[config.mk]
export PLATFORM = sky130hd
export DESIGN_NAME = dna_kmer_window_packer
export DESIGN_NICKNAME = d
export VERILOG_FILES = /design/src/design/dkwp_pkg.sv /design/src/design/dkwp_code_map.sv /design/src/design/dkwp_window.sv /design/src/design/dna_kmer_window_packer.sv
export SDC_FILE = /design/constraint.sdc
export NUM_CORES = 1
export LEC_CHECK = 0
export BUFFER_PORTS_ARGS = -buffer_cell sky130_fd_sc_hd__buf_2
export CAP_MARGIN = 20
export CORE_UTILIZATION = 35
export DETAILED_ROUTE_END_ITERATION = 10
export GPL_TIMING_DRIVEN = 0
export HOLD_SLACK_MARGIN = 0.1
export MAX_ROUTING_LAYER = met4
export PLACE_DENSITY = 0.49
export SLEW_MARGIN = 20
export SYNTH_ARGS = -nofsm -noshare
export SYNTH_HDL_FRONTEND = slang
export SYNTH_SLANG_ARGS = --single-unit
[constraint.sdc]
create_clock -name i_clk -period 3.6 [get_ports i_clk]
set_input_delay 0.18 -clock i_clk [delete_from_list [all_inputs] [get_ports i_clk]]
set_output_delay 0.18 -clock i_clk [all_outputs]
set_load 0.005 [all_outputs]
[src/design/dkwp_pkg.sv]
// ----------------------------------------------------------------------------
// dkwp_pkg
// Shared types and constants for the k-mer window packer: window geometry,
// nucleotide code values and the decoded-code record.
// ----------------------------------------------------------------------------
package dkwp_pkg;

    // Window size in 32-bit words (1 or 2).
    localparam int WINDOW_WORDS = 2;
    localparam int WINDOW_W     = WINDOW_WORDS * 32;
    localparam int PACKED_W     = 64;
    localparam int CHAR_W       = 8;
    localparam int CODE_W       = 4;

    typedef logic [PACKED_W-1:0] t_packed;
    typedef logic [WINDOW_W-1:0] t_window;
    typedef logic [CHAR_W-1:0]   t_char;
    typedef logic [CODE_W-1:0]   t_code;

    // 2-bit ACGT codes.
    localparam logic [1:0] NARROW_A = 2'd0;
    localparam logic [1:0] NARROW_C = 2'd1;
    localparam logic [1:0] NARROW_G = 2'd2;
    localparam logic [1:0] NARROW_T = 2'd3;

    // 4-bit IUPAC codes, one bit per base.
    localparam t_code IUPAC_A = 4'd1;
    localparam t_code IUPAC_C = 4'd2;
    localparam t_code IUPAC_M = 4'd3;
    localparam t_code IUPAC_G = 4'd4;
    localparam t_code IUPAC_R = 4'd5;
    localparam t_code IUPAC_S = 4'd6;
    localparam t_code IUPAC_V = 4'd7;
    localparam t_code IUPAC_T = 4'd8;
    localparam t_code IUPAC_W = 4'd9;
    localparam t_code IUPAC_Y = 4'd10;
    localparam t_code IUPAC_H = 4'd11;
    localparam t_code IUPAC_K = 4'd12;
    localparam t_code IUPAC_D = 4'd13;
    localparam t_code IUPAC_B = 4'd14;
    localparam t_code IUPAC_N = 4'd15;

    // Result of the character lookup.
    typedef struct packed {
        logic  valid;
        t_code code;
    } t_lookup;

endpackage

[src/design/dkwp_code_map.sv]
// ----------------------------------------------------------------------------
// dkwp_code_map
// Maps one ASCII nucleotide character to its 2-bit or 4-bit code.
// ----------------------------------------------------------------------------
module dkwp_code_map (
    input  dkwp_pkg::t_char   i_char,
    input  logic              i_four_bit_mode,
    output dkwp_pkg::t_lookup o_lookup
);

    dkwp_pkg::t_lookup narrow;
    dkwp_pkg::t_lookup wide;

    always_comb begin
        narrow.valid = 1'b1;
        narrow.code  = '0;
        case (i_char)
            "A", "a": narrow.code = {2'b00, dkwp_pkg::NARROW_A};
            "C", "c": narrow.code = {2'b00, dkwp_pkg::NARROW_C};
            "G", "g": narrow.code = {2'b00, dkwp_pkg::NARROW_G};
            "T", "t": narrow.code = {2'b00, dkwp_pkg::NARROW_T};
            default:  narrow.valid = 1'b0;
        endcase
    end

    always_comb begin
        wide.valid = 1'b1;
        wide.code  = '0;
        case (i_char)
            "A", "a":           wide.code = dkwp_pkg::IUPAC_A;
            "C", "c":           wide.code = dkwp_pkg::IUPAC_C;
            "G", "g":           wide.code = dkwp_pkg::IUPAC_G;
            "T", "t", "U", "u": wide.code = dkwp_pkg::IUPAC_T;
            // The fully ambiguous symbols are recognised in upper case only.
            "N", "X", "-":      wide.code = dkwp_pkg::IUPAC_N;
            "W", "w":           wide.code = dkwp_pkg::IUPAC_W;
            "S", "s":           wide.code = dkwp_pkg::IUPAC_S;
            "M", "m":           wide.code = dkwp_pkg::IUPAC_M;
            "K", "k":           wide.code = dkwp_pkg::IUPAC_K;
            "R", "r":           wide.code = dkwp_pkg::IUPAC_R;
            "Y", "y":           wide.code = dkwp_pkg::IUPAC_Y;
            "B", "b":           wide.code = dkwp_pkg::IUPAC_B;
            "D", "d":           wide.code = dkwp_pkg::IUPAC_D;
            "H", "h":           wide.code = dkwp_pkg::IUPAC_H;
            "V", "v":           wide.code = dkwp_pkg::IUPAC_V;
            default:            wide.valid = 1'b0;
        endcase
    end

    assign o_lookup = i_four_bit_mode ? wide : narrow;

endmodule

[src/design/dkwp_window.sv]
// ----------------------------------------------------------------------------
// dkwp_window
// Window shift register and result register with its output handshake.
// ----------------------------------------------------------------------------
module dkwp_window (
    input  logic                  i_clk,
    input  logic                  i_rst_n,
    input  logic                  i_valid,
    output logic                  o_ready,
    input  logic                  i_four_bit_mode,
    input  dkwp_pkg::t_lookup     i_lookup,
    output logic                  o_m_axis_tvalid,
    input  logic                  i_m_axis_tready,
    output dkwp_pkg::t_packed     o_m_axis_tdata,
    output logic                  o_m_axis_tuser
);

    dkwp_pkg::t_window r_window;
    dkwp_pkg::t_window n_window;
    dkwp_pkg::t_window shifted;
    logic              r_out_valid;
    dkwp_pkg::t_packed r_out_data;
    logic              r_out_invalid;
    logic              load;

    assign o_ready = !r_out_valid || i_m_axis_tready;
    assign load    = i_valid && o_ready;

    always_comb begin
        if (i_four_bit_mode) begin
            shifted = {r_window[dkwp_pkg::WINDOW_W-5:0], i_lookup.code};
        end else begin
            shifted = {r_window[dkwp_pkg::WINDOW_W-3:0], i_lookup.code[1:0]};
        end
        // An unmapped character leaves the window as it was.
        n_window = i_lookup.valid ? shifted : r_window;
    end

    always_ff @(posedge i_clk) begin
        if (!i_rst_n) begin
            r_window    <= '0;
            r_out_valid <= 1'b0;
        end else begin
            if (load) begin
                r_window <= n_window;
            end
            if (o_ready) begin
                r_out_valid <= i_valid;
            end
        end
    end

    always_ff @(posedge i_clk) begin
        if (load) begin
            r_out_data    <= dkwp_pkg::t_packed'(n_window);
            r_out_invalid <= !i_lookup.valid;
        end
    end

    assign o_m_axis_tvalid = r_out_valid;
    assign o_m_axis_tdata  = r_out_data;
    assign o_m_axis_tuser  = r_out_invalid;

endmodule

[src/design/dna_kmer_window_packer.sv]
// ----------------------------------------------------------------------------
// dna_kmer_window_packer
// Packs a stream of nucleotide characters into a sliding k-mer window.
// ----------------------------------------------------------------------------
// Usage: each slave-side item carries one ASCII character in tdata[7:0].
// The character is decoded to a 2-bit ACGT code or, with four_bit_mode set,
// to a 4-bit IUPAC code, and shifted into the low bits of the window. Each
// item yields one master-side item: tdata holds the whole window after the
// push (bits above the window width read zero) and tuser flags a character
// that has no code in the current mode, in which case the window is kept.
// The result passes through the input register, then decode and shift into
// the result register. Throughput is one item per clock while the receiver
// does not stall; the single window register closes the loop from one item
// to the next. Reset clears the window, the mode register and both stage
// valid flags. When the receiver stalls, the result register holds, the input
// register fills behind it, and only then is the slave-side tready dropped.
// four_bit_mode is written through i_cfg_wr_en / i_cfg_wr_data; the user
// must write it only while idle, as the block itself does not enforce this.
// ----------------------------------------------------------------------------
module dna_kmer_window_packer (
    input  logic                  i_clk,
    input  logic                  i_rst_n,
    input  logic                  i_cfg_wr_en,
    input  logic                  i_cfg_wr_data,
    input  logic                  i_s_axis_tvalid,
    output logic                  o_s_axis_tready,
    input  dkwp_pkg::t_char       i_s_axis_tdata,  // [7:0] base_char
    output logic                  o_m_axis_tvalid,
    input  logic                  i_m_axis_tready,
    output dkwp_pkg::t_packed     o_m_axis_tdata,  // [63:0] packed_window
    output logic                  o_m_axis_tuser   // [0] invalid_char
);

    logic              r_four_bit_mode;
    logic              r_in_valid;
    dkwp_pkg::t_char   r_in_char;
    logic              stage_ready;
    dkwp_pkg::t_lookup lookup;

    assign o_s_axis_tready = !r_in_valid || stage_ready;

    always_ff @(posedge i_clk) begin
        if (!i_rst_n) begin
            r_four_bit_mode <= 1'b0;
            r_in_valid      <= 1'b0;
        end else begin
            if (i_cfg_wr_en) begin
                r_four_bit_mode <= i_cfg_wr_data;
            end
            if (o_s_axis_tready) begin
                r_in_valid <= i_s_axis_tvalid;
            end
        end
    end

    always_ff @(posedge i_clk) begin
        if (o_s_axis_tready && i_s_axis_tvalid) begin
            r_in_char <= i_s_axis_tdata;
        end
    end

    dkwp_code_map u_code_map (
        .i_char          (r_in_char),
        .i_four_bit_mode (r_four_bit_mode),
        .o_lookup        (lookup)
    );

    dkwp_window u_window (
        .i_clk           (i_clk),
        .i_rst_n         (i_rst_n),
        .i_valid         (r_in_valid),
        .o_ready         (stage_ready),
        .i_four_bit_mode (r_four_bit_mode),
        .i_lookup        (lookup),
        .o_m_axis_tvalid (o_m_axis_tvalid),
        .i_m_axis_tready (i_m_axis_tready),
        .o_m_axis_tdata  (o_m_axis_tdata),
        .o_m_axis_tuser  (o_m_axis_tuser)
    );

endmodule

# [Word-level counts from Yosys, hierarchy flattened]
# Cells that the tools add are included.
[totals] register_bits=140 input_bits=14 output_inout_bits=67 wordCells=72
[classes] n_eq_ne=33 mux=7 n_reduce_logical=25
[op_table] operator="equality test 8 x 7 -> 1 bit (second input constant)" count=32
[op_table] operator="two-way mux 64 bit" count=2
[op_table] operator="case mux 4 bit (15 select lines)" count=1
[op_table] operator="OR reduction 33 bit" count=1
[op_table] operator="OR reduction 2 bit" count=14
[op_table] operator="equality test 8 x 6 -> 1 bit (second input constant)" count=1
[op_table] operator="OR reduction 8 bit" count=1
[op_table] operator="case mux 2 bit (3 select lines)" count=1
[op_table] operator="two-way mux 5 bit" count=1
[op_table] operator="OR reduction 4 bit" count=1
[op_table] operator="zero test 1 bit" count=3
[op_table] operator="OR reduction 3 bit" count=1
[op_table] operator="logical AND 1 bit" count=2
[op_table] operator="logical OR 1 bit" count=2
[op_table] operator="two-way mux 1 bit" count=2

# [Depth between registers and ports, before layout]
[depth] depth_word=6 mapped_depth=8 depth_no_buf=5

# [Cells and area by module]
# A second synthesis with hierarchy kept.
[unflattened] cells_unflattened=593 area_unflattened_um2=6580.1
[modules_own_cells] module="dkwp_window" instances=1 cells_per_inst=505 area_each_um2=5735.5 seq_area_each_um2=3253.1
[modules_own_cells] module="dkwp_code_map" instances=1 cells_per_inst=72 area_each_um2=510.5 seq_area_each_um2=0.0
[modules_own_cells] module="dna_kmer_window_packer" instances=1 cells_per_inst=16 area_each_um2=334.1 seq_area_each_um2=280.3

# [Least setup slack after synthesis]
# No wires, ideal clock.
[synth_path] path_kind="reg-to-reg" start="register u_window.r_out_valid (netlist: u_window.o_m_axis_tvalid)" end="register u_window.r_out_data[0] (netlist: u_window.o_m_axis_tdata[0]), enable pin" setup_ns=0.420 t_arrival_ns=2.102 required_time_ns=3.180 setup_slack_ns=1.078 stages_incl_launch_ff=4 n_path_buf=0 period_less_slack_ns=2.522 cell_sequence="dfxtp_1 and2b_2 or2b_2 inv_1"
[synth_between] elab_chain_cells=3
[synth_lines] item="start, declared" line_no="dkwp_window.sv:21" text="logic r_out_valid;"
[synth_lines] item="start signal, assigned" line_no="dkwp_window.sv:48" text="r_out_valid <= i_valid;"
[synth_lines] item="zero test 1 bit" line_no="dkwp_window.sv:26" text="assign o_ready = !r_out_valid || i_m_axis_tready;"
[synth_lines] item="logical OR 1 bit" line_no="dkwp_window.sv:26"
[synth_lines] item="logical AND 1 bit" line_no="dkwp_window.sv:27" text="assign load = i_valid && o_ready;"
[synth_lines] item="named net u_window.load" line_no="dkwp_window.sv:24" text="logic load;"
[synth_lines] item="end signal, assigned" line_no="dkwp_window.sv:55" text="r_out_data <= dkwp_pkg::t_packed'(n_window);"
[synth_lines] item="end, declared" line_no="dkwp_window.sv:22" text="dkwp_pkg::t_packed r_out_data;"
# The timed path passes the listed nets, and every way through them passes these cells.
# A chain may end at the register's enable or synchronous reset.

# [Worst setup path in the final report]
[layout_path] start="register r_four_bit_mode" end="register u_window.r_out_data[1] (netlist: u_window.o_m_axis_tdata[1]), data pin"
[layout_between] elab_chain_cells=3
[layout_lines] item="start, declared" line_no="dna_kmer_window_packer.sv:34" text="logic r_four_bit_mode;"
[layout_lines] item="start signal, assigned" line_no="dna_kmer_window_packer.sv:48" text="r_four_bit_mode <= i_cfg_wr_data;"
[layout_lines] item="two-way mux 5 bit (*)" line_no="dkwp_code_map.sv:50" text="assign o_lookup = i_four_bit_mode ? wide : narrow;"
[layout_lines] item="two-way mux 64 bit" line_no="dkwp_window.sv:30" text="if (i_four_bit_mode) begin"
[layout_lines] item="two-way mux 64 bit (*)" line_no="dkwp_window.sv:36" text="n_window = i_lookup.valid ? shifted : r_window;"
[layout_lines] item="named net u_window.n_window[1]" line_no="dkwp_window.sv:19" text="dkwp_pkg::t_window n_window;"
# Mark *: on every way through the listed nets, which the timed path passes. The rest lies on a longest branch.

==> results.cfg <==
[floorplan]
initial_core_util_pct = 35.7
coreArea_mm2 = 0.0202
ios = 81
die_height_um = 145
dieArea_mm2 = 0.0211
die_x_um = 145
rows = 52

[detailed_routing]
vias_per_cell = 4.75
drc = 0
drt_pass1_iterations = 4
post_drt_wl_per_cell_um = 14.8
first_iter_violations = 325
wl_um = 14500
ant_nets = 0
via_count = 4669

[pwr]
netSwitchingFraction_pct = 22.4
p_leak_nw = 3.04
p_int_mw = 2.82
peakVddDrop_v = 0.000309
clkPwrFrac_pct = 46.2
switchingPower_mw = 0.814
p_per_area_mw_per_mm2 = 421
comb_power_share_pct = 6.2
p_seq_share_pct = 47.6

[run]
drv_cap = 0

[timing]
fin_setup_tns_ns = 0
finalCritPeriodShare_pct = 74.3
fmax_mhz = 374
setup_viol = 0
fin_worst_skew_ns = 0.0105
hold_violations = 0
tightest_slew_ns = 0.577
relSlewSlack_pct = 61.5
slew_violations = 0
rsz0062_at_grt = false
finalCriticalPeriod_ns = 2.68

[clock_network]
clk_path_buf_depth = 2
htree_levels = 4
cts-root-buf = clkbuf_16
cts_buffers = 17
cts_tree = built
insertion_delay_ns = 0.42
numClockSinks = 140
clkTransAtPathRegs_ns = 0.06

[worst_setup_path]
regToRegSetupSlack_ns = 0.92
crit_arrival_ns = 2.82
slowest_stage = clkbuf_1
cpPeakStageDelay_ns = 0.49
worstPathCellList = clkbuf_1 > clkbuf_1 > clkbuf_1 > nand3_1 > o21ai_0 > o21ai_0
worstReg2RegStart = r_four_bit_mode
crit_path_end_kind = flip-flop
crit_end = u_window.o_m_axis_tdata[1]
r2r_cells = 6
worstPathRequired_ns = 3.75
rr_endpoint = u_window.o_m_axis_tdata[1]
cp-start-kind = flip-flop
startpoint = r_four_bit_mode
critPathTopFamily = buffers and inverters
cp.buffers_inverters = 3
cp_num_cells = 6
crit_type = flip-flop to flip-flop
crit_fanout = 10
critPathMostFrequentCell = clkbuf_1

[placed_design]
place_congestion = 0.822
dp_hpwl_um = 9790
place_inst = 938
port_buffers = 79

[yosys]
syn_area_per_cell_um2 = 12.2
synth_cell_types = 60
ys_seq_area_share_pct = 49.1
yosys_register_bits = 140
syn_inst = 588
synth_edf_count = 73
synth_fp_nets = 602
yosys_warnings = 0
synthFlopType = edfxtp_1
ys_async_sr_fraction_pct = 0
syn_area_mm2 = 0.00720

[min_path]
hold_path_class = primary input to flip-flop
hold_path_startpoint = i_m_axis_tready

[layout]
area_delta_synth_final_pct = 19.8
layoutNonFillerInstCount = 982
drive_above_1_share_pct = 37.7
nets = 712

[global_routing]
grt_antenna_before_repair = 1
grt_pass1_wl_um = 24000
grt_max_degree = 36
gr-usage-all-layers_pct = 14.8
grt_pass1_vias = 4699
overflow = 0

[outcome]
outcome = complete, no violations
==> registers in the layout, indices dropped and copies added, names as in the netlist <==
| register | cells |
|---|---|
| r_four_bit_mode | 1 |
| u_window.o_m_axis_tuser | 1 |
| u_window.r_window | 64 |
| u_window.o_m_axis_tdata | 64 |
| r_in_char | 8 |
| u_window.o_m_axis_tvalid | 1 |
| r_in_valid | 1 |
==> area by class of cell <==
| class | count | area [um^2] |
|---|---|---|
| Antenna cell | 1 | 2.50 |
| Buffer | 46 | 363 |
| Clock buffer | 18 | 429 |
| Clock inverter | 14 | 128 |
| Fill cell | 1925 | 11500 |
| Inverter | 8 | 32.5 |
| Multi-Input combinational cell | 394 | 3270 |
| Sequential cell | 140 | 3530 |
| Tap cell | 270 | 338 |
| Timing Repair Buffer | 91 | 526 |
==> timing repair <==
action	CTS	global route
setup buffers	0	0
resized for setup	0	0
endpoints found under the hold margin	10	0
hold buffers	11	0
==> cells by family (layout without fill, tap and decap cells) <==
group                  Yosys count  count (layout)  share of synthesized area [%]
XOR/XNOR                         1               1                          0.122
multiplexers                   186             186                           30.3
buffers and inverters           54             177                           5.46
AO/OA/AOI/OAI                   40              40                           4.17
other                            0               1                              0
AND/OR/NAND/NOR                167             167                           10.9
flip-flops                     140             140                           49.1
==> stage by stage <==
step	power [mW]	area [um^2]	hold WS, ns	setup slack (ns)	util [%]
2_1_floorplan	1.90	7200	0.279	1.08	-
3_3_place_gp	1.98	7930	0.356	0.496	39.3
3_5_place_dp	1.98	7950	0.358	0.888	39.4
4_1_cts	3.68	8620	0.209	0.838	42.7
5_1_grt	3.77	8620	0.247	0.611	42.8
6_report	3.63	8620	0.222	0.923	42.8
==> cell usage after synthesis (2+ instances only) <==
library cell  instances  area [um^2]
nand2_1             128          480
mux2_2               75          845
edfxtp_1             73         2190
dfxtp_1              67         1340
mux2i_1              66          661
mux2_4               45          676
clkbuf_1             27          101
inv_1                 8         30.0
o21ai_0               8         40.0
buf_12                6          120
nor2b_1               6         37.5
buf_6                 5         56.3
nor2_1                5         18.8
and2b_2               4         35.0
buf_8                 4         60.1
o22ai_1               4         25.0
a21oi_1               3         15.0
nor4bb_1              3         30.0
o211ai_1              3         22.5
a21boi_0              2         15.0
a32oi_1               2         17.5
and4bb_2              2         25.0
buf_2                 2         10.0
buf_4                 2         15.0
nand2b_1              2         12.5
o221ai_1              2         17.5
==> power groups by stage <==
stage / logic (mW) / registers (mW) / clock network (mW)
final: 0.225 / 1.73 / 1.68
after global routing: 0.245 / 1.73 / 1.79
after CTS: 0.228 / 1.73 / 1.72
after detailed placement: 0.218 / 1.76 / 0
after global placement: 0.212 / 1.77 / 0
after floorplan: 0.132 / 1.77 / 0
==> worst min path at each step <==
stage / endpoint / slack, ns / cells after the start
floorplan: r_in_char[0] / 0.28 / 0
global placement: r_in_char[1] / 0.36 / 1
detailed placement: r_in_char[4] / 0.36 / 1
CTS: u_window.o_m_axis_tvalid / 0.21 / 3
global route: u_window.o_m_axis_tvalid / 0.25 / 3
finish: u_window.o_m_axis_tvalid / 0.22 / 3
==> tightest hold or removal path, stage by stage <==
cell     delay (ns)
buf_2          0.09
and2b_2        0.23
o21a_1         0.11
==> cell usage in the layout, fill, tap and decap left out, types with 8 or more instances in the layout <==
master         instances
buf_2                 81
clkbuf_1              28
clkbuf_16             17
dfxtp_1               67
dlygate4sd3_1         11
edfxtp_1              73
mux2_2                75
mux2_4                45
mux2i_1               66
nand2_1              128
o21ai_0                8
==> layer usage <==
metal  part of all wire [%]  track usage, %  vias to the layer above
met5                      0               -                        -
met4                    1.2            5.00                        0
met3                    3.0            3.17                       12
met2                     46            22.9                       84
met1                     50            19.1                     2243
li1                       -               -                     2330
(Power assumes the default switching activity.)
